<file path="config.mk">
export PLATFORM = sky130hd
export DESIGN_NAME = bresenham_line_generator_unit
export DESIGN_NICKNAME = d
export VERILOG_FILES = /design/src/rtl/blg_pkg.sv /design/src/rtl/blg_front.sv /design/src/rtl/blg_queue.sv /design/src/rtl/blg_back.sv /design/src/rtl/bresenham_line_generator_unit.sv
export SDC_FILE = /design/constraint.sdc
export NUM_CORES = 1
export LEC_CHECK = 0
export ABC_AREA = 1
export BUFFER_PORTS_ARGS = -buffer_cell sky130_fd_sc_hd__buf_2
export CAP_MARGIN = 20
export CELL_PAD_IN_SITES_DETAIL_PLACEMENT = 1
export CELL_PAD_IN_SITES_GLOBAL_PLACEMENT = 2
export CORE_UTILIZATION = 42
export CTS_CLUSTER_SIZE = 16
export DETAILED_ROUTE_END_ITERATION = 8
export PLACE_DENSITY_LB_ADDON = 0.1
export SLEW_MARGIN = 20
export SYNTH_ARGS = -nofsm -noshare
export SYNTH_HDL_FRONTEND = slang
export SYNTH_SLANG_ARGS = --single-unit
export TNS_END_PERCENT = 10
</file>
<file path="constraint.sdc">
create_clock -name clk -period 7 [get_ports clk]
set_input_delay 1.4 -clock clk [delete_from_list [all_inputs] [get_ports clk]]
set_output_delay 1.4 -clock clk [all_outputs]
set_load 0.005 [all_outputs]
</file>
<file path="src/rtl/blg_pkg.sv">
package blg_pkg;

  localparam int COORD_W = 7;
  localparam int SHADE_W = 4;
  localparam int ERR_W = 9;

  // Raster size. A 7-bit coordinate stays below twice either size, so one
  // compare and subtract brings it on screen.
  localparam int SCREEN_WIDTH = 128;
  localparam int SCREEN_HEIGHT = 96;

  localparam int QUEUE_DEPTH = 2;

  typedef enum logic {
    OP_START   = 1'b0,
    OP_ADVANCE = 1'b1
  } op_t;

  typedef logic [COORD_W-1:0] coord_t;
  typedef logic [SHADE_W-1:0] shade_t;
  typedef logic signed [ERR_W-1:0] err_t;

  typedef struct packed {
    op_t    operation;
    coord_t start_x;
    coord_t start_y;
    coord_t end_x;
    coord_t end_y;
    shade_t line_shade;
  } cmd_word_t;

  typedef struct packed {
    coord_t pixel_x;
    coord_t pixel_y;
    shade_t pixel_shade;
    logic   pixel_valid;
    logic   last_pixel;
  } pix_word_t;

  // Classified word handed from the front part to the back part. On an
  // advance only the operation is meaningful.
  typedef struct packed {
    op_t    operation;
    coord_t cur_x;
    coord_t cur_y;
    coord_t target_x;
    coord_t target_y;
    coord_t delta_x;
    coord_t delta_y;
    logic   step_x_neg;
    logic   step_y_neg;
    err_t   error_init;
    shade_t shade;
  } line_job_t;

  function automatic coord_t wrap_coord(input coord_t c, input int limit);
    coord_t r;
    r = c;
    if (32'(c) >= limit) begin
      r = c - COORD_W'(limit);
    end
    return r;
  endfunction

endpackage

</file>
<file path="src/rtl/blg_front.sv">
module blg_front (
  input  logic                cmd_valid,
  output logic                cmd_stall,
  input  blg_pkg::cmd_word_t  cmd,
  input  logic                queue_full,
  output logic                push,
  output blg_pkg::line_job_t  job
);

  blg_pkg::coord_t dx;
  blg_pkg::coord_t dy;
  logic            x_neg;
  logic            y_neg;

  assign cmd_stall = queue_full;
  assign push = cmd_valid && !queue_full;

  assign x_neg = !(cmd.start_x < cmd.end_x);
  assign y_neg = !(cmd.start_y < cmd.end_y);
  assign dx = x_neg ? (cmd.start_x - cmd.end_x) : (cmd.end_x - cmd.start_x);
  assign dy = y_neg ? (cmd.start_y - cmd.end_y) : (cmd.end_y - cmd.start_y);

  always_comb begin
    job.operation  = cmd.operation;
    job.cur_x      = cmd.start_x;
    job.cur_y      = cmd.start_y;
    job.target_x   = cmd.end_x;
    job.target_y   = cmd.end_y;
    job.delta_x    = dx;
    job.delta_y    = dy;
    job.step_x_neg = x_neg;
    job.step_y_neg = y_neg;
    job.shade      = cmd.line_shade;
    if (dx > dy) begin
      job.error_init = blg_pkg::err_t'({2'b00, dx >> 1});
    end else begin
      job.error_init = -blg_pkg::err_t'({2'b00, dy >> 1});
    end
  end

endmodule

</file>
<file path="src/rtl/blg_queue.sv">
module blg_queue (
  input  logic               clk,
  input  logic               rst,
  input  logic               push,
  input  blg_pkg::line_job_t push_job,
  input  logic               pop,
  output logic               full,
  output logic               head_valid,
  output blg_pkg::line_job_t head_job
);

  localparam int PTR_W = (blg_pkg::QUEUE_DEPTH > 1) ? $clog2(blg_pkg::QUEUE_DEPTH) : 1;
  localparam int CNT_W = $clog2(blg_pkg::QUEUE_DEPTH + 1);

  blg_pkg::line_job_t slots [blg_pkg::QUEUE_DEPTH];
  logic [PTR_W-1:0]   wr_ptr;
  logic [PTR_W-1:0]   rd_ptr;
  logic [CNT_W-1:0]   count;

  assign full = (count == CNT_W'(blg_pkg::QUEUE_DEPTH));
  assign head_valid = (count != '0);
  assign head_job = slots[rd_ptr];

  function automatic logic [PTR_W-1:0] bump(input logic [PTR_W-1:0] p);
    logic [PTR_W-1:0] r;
    r = p + 1'b1;
    if (32'(p) == blg_pkg::QUEUE_DEPTH - 1) begin
      r = '0;
    end
    return r;
  endfunction

  always_ff @(posedge clk) begin
    if (rst) begin
      wr_ptr <= '0;
      rd_ptr <= '0;
      count  <= '0;
    end else begin
      if (push) begin
        wr_ptr <= bump(wr_ptr);
      end
      if (pop) begin
        rd_ptr <= bump(rd_ptr);
      end
      if (push && !pop) begin
        count <= count + 1'b1;
      end else if (pop && !push) begin
        count <= count - 1'b1;
      end
    end
  end

  always_ff @(posedge clk) begin
    if (push) begin
      slots[wr_ptr] <= push_job;
    end
  end

  assert property (@(posedge clk) disable iff (rst)
    32'(count) <= blg_pkg::QUEUE_DEPTH)
    else $error("queue count exceeds its depth");

  assert property (@(posedge clk) disable iff (rst)
    !(pop && !head_valid))
    else $error("queue popped while empty");

endmodule

</file>
<file path="src/rtl/blg_back.sv">
module blg_back (
  input  logic               clk,
  input  logic               rst,
  input  logic               head_valid,
  input  blg_pkg::line_job_t head_job,
  output logic               pop,
  output logic               pix_valid,
  input  logic               pix_stall,
  output blg_pkg::pix_word_t pix
);

  blg_pkg::coord_t cur_x, cur_y, target_x, target_y, delta_x, delta_y;
  blg_pkg::coord_t cur_x_next, cur_y_next, target_x_next, target_y_next;
  blg_pkg::coord_t delta_x_next, delta_y_next;
  logic            step_x_neg, step_y_neg, step_x_neg_next, step_y_neg_next;
  blg_pkg::err_t   error_term, error_term_next;
  blg_pkg::shade_t held_shade, held_shade_next;
  logic            line_active, line_active_next;
  blg_pkg::pix_word_t pix_next;

  blg_pkg::err_t   dx_s, dy_s;
  logic            take_x, take_y, last;

  assign pop = head_valid && (!pix_valid || !pix_stall);

  assign dx_s = blg_pkg::err_t'({2'b00, delta_x});
  assign dy_s = blg_pkg::err_t'({2'b00, delta_y});
  assign take_x = error_term > -dx_s;
  assign take_y = error_term < dy_s;

  always_comb begin
    cur_x_next       = cur_x;
    cur_y_next       = cur_y;
    target_x_next    = target_x;
    target_y_next    = target_y;
    delta_x_next     = delta_x;
    delta_y_next     = delta_y;
    step_x_neg_next  = step_x_neg;
    step_y_neg_next  = step_y_neg;
    error_term_next  = error_term;
    held_shade_next  = held_shade;
    line_active_next = line_active;
    last             = 1'b0;
    pix_next         = '0;

    if (head_job.operation == blg_pkg::OP_START) begin
      cur_x_next      = head_job.cur_x;
      cur_y_next      = head_job.cur_y;
      target_x_next   = head_job.target_x;
      target_y_next   = head_job.target_y;
      delta_x_next    = head_job.delta_x;
      delta_y_next    = head_job.delta_y;
      step_x_neg_next = head_job.step_x_neg;
      step_y_neg_next = head_job.step_y_neg;
      error_term_next = head_job.error_init;
      held_shade_next = head_job.shade;
    end else if (line_active) begin
      if (take_x) begin
        cur_x_next = step_x_neg ? cur_x - 1'b1 : cur_x + 1'b1;
      end
      if (take_y) begin
        cur_y_next = step_y_neg ? cur_y - 1'b1 : cur_y + 1'b1;
      end
      error_term_next = error_term - (take_x ? dy_s : '0) + (take_y ? dx_s : '0);
    end

    // An advance with no line in progress leaves every field at zero.
    if (head_job.operation == blg_pkg::OP_START || line_active) begin
      last = (cur_x_next == target_x_next) && (cur_y_next == target_y_next);
      line_active_next     = !last;
      pix_next.pixel_x     = blg_pkg::wrap_coord(cur_x_next, blg_pkg::SCREEN_WIDTH);
      pix_next.pixel_y     = blg_pkg::wrap_coord(cur_y_next, blg_pkg::SCREEN_HEIGHT);
      pix_next.pixel_shade = held_shade_next;
      pix_next.pixel_valid = 1'b1;
      pix_next.last_pixel  = last;
    end
  end

  always_ff @(posedge clk) begin
    if (rst) begin
      cur_x       <= '0;
      cur_y       <= '0;
      target_x    <= '0;
      target_y    <= '0;
      delta_x     <= '0;
      delta_y     <= '0;
      step_x_neg  <= 1'b0;
      step_y_neg  <= 1'b0;
      error_term  <= '0;
      held_shade  <= '0;
      line_active <= 1'b0;
      pix_valid   <= 1'b0;
    end else begin
      if (pop) begin
        cur_x       <= cur_x_next;
        cur_y       <= cur_y_next;
        target_x    <= target_x_next;
        target_y    <= target_y_next;
        delta_x     <= delta_x_next;
        delta_y     <= delta_y_next;
        step_x_neg  <= step_x_neg_next;
        step_y_neg  <= step_y_neg_next;
        error_term  <= error_term_next;
        held_shade  <= held_shade_next;
        line_active <= line_active_next;
        pix_valid   <= 1'b1;
      end else if (!pix_stall) begin
        pix_valid <= 1'b0;
      end
    end
  end

  always_ff @(posedge clk) begin
    if (pop) begin
      pix <= pix_next;
    end
  end

  assert property (@(posedge clk) disable iff (rst)
    line_active |-> !((cur_x == target_x) && (cur_y == target_y)))
    else $error("active line already sits on its end point");

  assert property (@(posedge clk) disable iff (rst)
    (pop && pix_next.last_pixel) |=> !line_active)
    else $error("line still active after its last pixel");

  assert property (@(posedge clk) disable iff (rst)
    (pix_valid && !pix.pixel_valid) |-> (pix.pixel_x == '0 && pix.pixel_y == '0
      && pix.pixel_shade == '0 && !pix.last_pixel))
    else $error("empty result carries nonzero fields");

endmodule

</file>
<file path="src/rtl/bresenham_line_generator_unit.sv">
// Bresenham line generator for a 128 by 96 raster. A start word carries both
// end points and a shade and returns the start pixel; each advance word returns
// the next pixel, with last_pixel set on the end point, and an advance with no
// line in progress returns a word with pixel_valid low. Every input word gives
// exactly one pixel word. Throughput is one word per clock while pix_stall is low:
// the back end updates the error term with two compares, a subtract and an add.
// With the queue empty and the output free, a taken word is classified
// combinationally by the front, written into the two-entry queue, and then
// registered as a pixel by the back-end step. The queue lets
// input and output stall independently.
module bresenham_line_generator_unit (
  input  logic               clk,
  input  logic               rst,
  input  logic               cmd_valid,
  output logic               cmd_stall,
  input  blg_pkg::cmd_word_t cmd,
  output logic               pix_valid,
  input  logic               pix_stall,
  output blg_pkg::pix_word_t pix
);

  logic               push;
  logic               pop;
  logic               queue_full;
  logic               head_valid;
  blg_pkg::line_job_t push_job;
  blg_pkg::line_job_t head_job;

  blg_front u_front (
    .cmd_valid  (cmd_valid),
    .cmd_stall  (cmd_stall),
    .cmd        (cmd),
    .queue_full (queue_full),
    .push       (push),
    .job        (push_job)
  );

  blg_queue u_queue (
    .clk        (clk),
    .rst        (rst),
    .push       (push),
    .push_job   (push_job),
    .pop        (pop),
    .full       (queue_full),
    .head_valid (head_valid),
    .head_job   (head_job)
  );

  blg_back u_back (
    .clk        (clk),
    .rst        (rst),
    .head_valid (head_valid),
    .head_job   (head_job),
    .pop        (pop),
    .pix_valid  (pix_valid),
    .pix_stall  (pix_stall),
    .pix        (pix)
  );

endmodule
</file>
# Word level (Yosys, flattened, before mapping)
# Memory sizes are Yosys's and may differ from the RTL's. A register that Yosys moved wholly into a read port is not among the register bits.
# Cells that the tools add are included.
[word_totals]
memories = 1
wordCells = 100
output_inout_bits = 22
register_bits = 83
inputBits = 37
ramBits = 116
[classes]
n_reduce_logical = 20
add_sub_neg = 17
bitwise = 1
mux = 30
n_eq_ne = 5
n_lt_le_gt_ge = 6
[mem_list]
columns = ["name", "words", "width", "read_ports", "rd_ports_with_merged_regs", "wr", "line_no", "source"]
rows = [
  ["u_queue.slots", 2, 58, 1, 1, 1, "blg_queue.sv:15", "blg_pkg::line_job_t slots [blg_pkg::QUEUE_DEPTH];"],
]
[ops]
columns = ["cell", "n"]
rows = [
  ["7-bit 2-to-1 mux", 15],
  ["7-bit subtractor", 4],
  ["9-bit 2-to-1 mux", 3],
  ["7-bit by 1-bit adder with 7-bit output, second input constant", 2],
  ["7-bit equality test", 2],
  ["7-bit less-than comparator", 2],
  ["7-bit by 1-bit subtractor with 7-bit output, second input constant", 2],
  ["9-bit adder", 1],
  ["9-bit greater-than comparator", 1],
  ["9-bit by 8-bit less-than comparator with 1-bit output", 1],
  ["6-bit negation with 9-bit output", 1],
  ["7-bit negation with 9-bit output", 1],
  ["9-bit subtractor", 1],
  ["1-bit logical NOT", 8],
  ["1-bit 2-to-1 mux", 8],
  ["7-bit greater-or-equal comparator, second input constant", 1],
  ["7-bit greater-than comparator", 1],
  ["7-bit subtractor, second input constant", 1],
  ["2-bit 2-to-1 mux", 3],
  ["2-bit AND reduction", 3],
  ["1-bit logical AND", 5],
  ["4-bit 2-to-1 mux", 1],
  ["2-bit nonzero test", 2],
  ["1-bit adder, second input constant", 2],
  ["other kinds (7)", 8],
]

# Longest topological paths before layout
[depth]
depth_word = 8
mapped_depth = 30
mapped_depth_nobuf = 30

# Hierarchy
# From an unflattened synthesis, not the netlist that was laid out.
[hier_totals]
hier_cells = 1315
area_unflattened_um2 = 12213.0
[by_module_without_submodules]
columns = ["mod", "n_inst", "area_per_inst_um2", "cells_per_inst", "seq_area_each_um2"]
rows = [
  ["blg_back", 1, 5467.7, 758, 1781.7],
  ["blg_queue", 1, 4486.8, 213, 3583.4],
  ["blg_front", 1, 2258.4, 344, 0.0],
]

# Worst setup path after synthesis
# OpenSTA, ideal clock, no wires.
[synth_path]
kind = "input -> register"
startpoint = "in cmd[13] (netlist name)"
endpoint = "mem u_queue.slots[0][7] (netlist name), data pin"
setup_slack_ps = 2485
path_buffers = 0
stages = 20
t_required_ps = 6729
arrival_time_ps = 4245
setup_ps = 271
cell_sequence = "inv_1 ha_1 a21oi_1 o21ai_0 nand2_1 nand3b_1 a21o_1 nand2_1 nand2_2 o21ai_0 xor2_1 inv_1 ha_1 nand2_1 o21ai_0 nand2_1 a21oi_1 inv_1 nand3_1 o21ai_0"
[synth_lines]
columns = ["element", "line_no", "source"]
rows = [
  ["start, declared", "bresenham_line_generator_unit.sv:16", "input blg_pkg::cmd_word_t cmd,"],
  ["end, declared", "blg_queue.sv:15", ""],
]

==> impl_metrics.toml <==
[status]
outcome = "complete, no violations"

[grt]
grt_max_degree = 61
track_usage = 0.236
grt-ovfl-total = 0
grt_pass1_wl_mm = 47.7
grt_pass1_vias = 8588
antenna_found_initial = 0

[power_and_ir_drop]
clock_power_share = 0.163
swShare = 0.475
power_frac_comb = 0.533
totalPowerFinal_w = 0.00617
p_int_w = 0.00324
power.density_nw_per_um2 = 503
switching_power_w = 0.00293
p_leak_nw = 5.49
seq_power_share = 0.304
ir_worst_vdd_v = 0.000368

[yosys]
yosysTopAreaCellShare = 0.369
yosysWarningCount = 0
synth_top_flop_cell = "edfxtp_1"
avgSynthCellArea_um2 = 8.77
syn_inst = 1261
ys_async_sr_fraction = 0
synth-seq-cells = 200
synth_area_leaders = "edfxtp_1 37%, dfxtp_1 12%, nand2_1 11%, ha_1 8.0%, inv_1 5.1%"
synth-edff-count = 136
ys_seq_area_frac = 0.485
ys_types = 44
syn_area_um2 = 11100
synthesis.nets = 1382
yosysTopAreaCell = "edfxtp_1"

[clocking]
clock-sinks = 200
cts_tree = "yes"
h-tree-depth = 4
cts.clk_slew.worst_paths_ns = 0.08
worstSkewPairLatency_ns = 0.45
cts_made_buffers = 17
post_cts_resize_count = 0
holdBufCountCts = 0
clockRootBuffer = "clkbuf_16"
cts_buffer_depth = 2
post_cts_buffers = 0

[finish]
final_common_cell = "nand2_1"
syn_to_final_growth_pct = 10.8
multi_input_area_um2 = 4930
fillCellCount = 3091
diodes = 0
most-common-layout-cells = "328 x nand2_1, 148 x inv_1, 136 x edfxtp_1, 88 x o21ai_0, 72 x nand3_1"
nets = 1423
drive_gt1_frac = 0.108
seqCellArea_um2 = 5370

[placement]
dp_hpwl_mm = 21.9
post-place-ws_ns = 1.52
gp_congestion = 0.883
port_buffers = 58

[sta]
hold_viol_final = 0
skew_ns = 0.0129
slew_viol_final = 0
rsz0062_at_grt = "false"
worst_pin_slew_ns = 0.898
tns_ns = 0
post-route-min-period_ns = 5.04
final-setup-viol-count = 0
period_share = 0.720
fmax_mhz = 198
max_slew_margin = 0.401
fin_ws_ns = 1.96
hold_slack_ns = 0.473

[die]
fp.dieW_um = 164
chipHeight_um = 164
dieArea_um2 = 27000
start_util = 0.426
ioPinCount = 59
rows = 59
core_um2 = 26000

[critical_path]
crit_chain = "buf_2, inv_1, ha_1, nand2_1, o21ai_0, nand2_1, nand3b_1, a21o_1, nand2_1, nand2_2, mux2i_1, xor2_1, inv_1, ha_1, nand2_1, nor2_1, nand2_1, a21oi_1, inv_1, o21ai_0"
path_class = "in -> reg"
critPathSlowestCell = "a21oi_1"
cpLargestDelayFamily = "compound AO/OA/AOI/OAI gates"
critPathBufInv = 4
endpoint_kind = "flop"
worstPathArrival_ns = 5.26
max_stage_delay_ns = 0.55
crit_fanout = 11
start_kind = "primary input"
required_ns = 7.22
path_common_cell = "nand2_1"

[detailed_routing]
drt-total-wl_mm = 30.4
wl_per_cell_um = 18.4
antenna_left = 0
drc = 0
first_iter_violations = 488
dr_total_vias = 8737
dr.pass1.iters = 5
routed_via_density = 5.30

[worst_hold_path]
hold_path_class = "reg -> reg"

[flow_run]
max_cap_violations = 0
## worst register-to-register path, cell delays in order, from the launching register on
cell and delay, ns:
dfxtp_1 0.39, nor3_1 0.28, inv_1 0.07, nor3_1 0.23
nor3b_1 0.23, ha_1 0.29, nand2_1 0.11, a21oi_1 0.06
nor2_2 0.13, nand4_2 0.35, nand2_4 0.28, nor2_1 0.09
fa_1 0.51, inv_1 0.07, fa_1 0.46, nand3_1 0.09
nand2_1 0.09, nand2_1 0.07, nand2_1 0.05, a21oi_1 0.22
nor2_1 0.09, o21ai_0 0.17, nand2_1 0.09, xnor2_1 0.12
o21ai_0 0.15, a21oi_1 0.08
## metrics by stage
stage                      util  cell area [µm²]  cells
final                     0.472            12300   1650
after global routing      0.472            12300   1650
after CTS                 0.472            12300   1650
after detailed placement  0.448            11700   1618
after global placement    0.448            11700   1618
after floorplan               -            11100   1261
## final cells by class
type / count / share of cell area
timing repair buffer: 67 / 0.0292
clock inverter: 15 / 0.0149
clock buffer: 17 / 0.0347
inverter: 153 / 0.0468
sequential: 200 / 0.438
tap: 335 / 0.0342
multi-input combinational: 863 / 0.402
## path summary, 6_finish.rpt
kind,from,endpoint,slack [ns],cells after the start
max reg2reg,u_back.delta_x[2]$_SDFFE_PP0P_,u_back.error_term[8]$_SDFFE_PP0P_,2.12,25
min,u_queue.rd_ptr$_SDFFE_PP0P_,flop,0.47,1
max,cmd[13],u_queue.slots[1][7]$_DFFE_PP_,1.96,20
min reg2reg,u_queue.rd_ptr$_SDFFE_PP0P_,flop,0.47,1
## flip-flops by register name, indices dropped and copies added (netlist names), 2 cells and up, named ones only
name and flops:
u_queue.slots 116, u_back.pix 20, u_back.error_term 9, u_back.cur_x 7, u_back.cur_y 7, u_back.delta_x 7
u_back.delta_y 7, u_back.target_x 7, u_back.target_y 7, u_back.held_shade 4, u_queue.count 2
## power groups by stage
stage,logic [W],registers [W],clock network [W]
floorplan,0.00238,0.00185,0
global placement,0.00323,0.00189,0
detailed placement,0.00330,0.00190,0
CTS,0.00332,0.00188,0.00103
global route,0.00377,0.00192,0.00106
finish,0.00329,0.00188,0.00101
## per-layer routing
metal	share of wire	vias up	track usage
li1	-	4286	-
met1	0.50	4313	0.339
met2	0.47	114	0.379
met3	0.024	24	0.0268
met4	0.011	0	0.0543
met5	0	-	0
## Yosys cell counts (6+ instances only)
cell type  instances
nand2_1          329
inv_1            149
edfxtp_1         136
o21ai_0           88
nor2_1            74
nand3_1           72
ha_1              71
dfxtp_1           64
a21oi_1           63
a31oi_1           30
clkbuf_1          27
xor2_1            23
nand4_1           16
fa_1              13
buf_2             11
xnor2_1           11
or2_2             10
nor2_2             7
a211oi_1           6
nand2_2            6
## cell families after synthesis
logic type	count (synthesis)	share of synthesized area
AND/OR/NAND/NOR	534	0.206
AO/OA/AOI/OAI	210	0.106
flip-flops	200	0.485
buffers and inverters	198	0.0715
adder cells (fa/ha/maj)	84	0.104
XOR/XNOR	34	0.0269
multiplexers	1	0.000905
(Power assumes the default switching activity.)
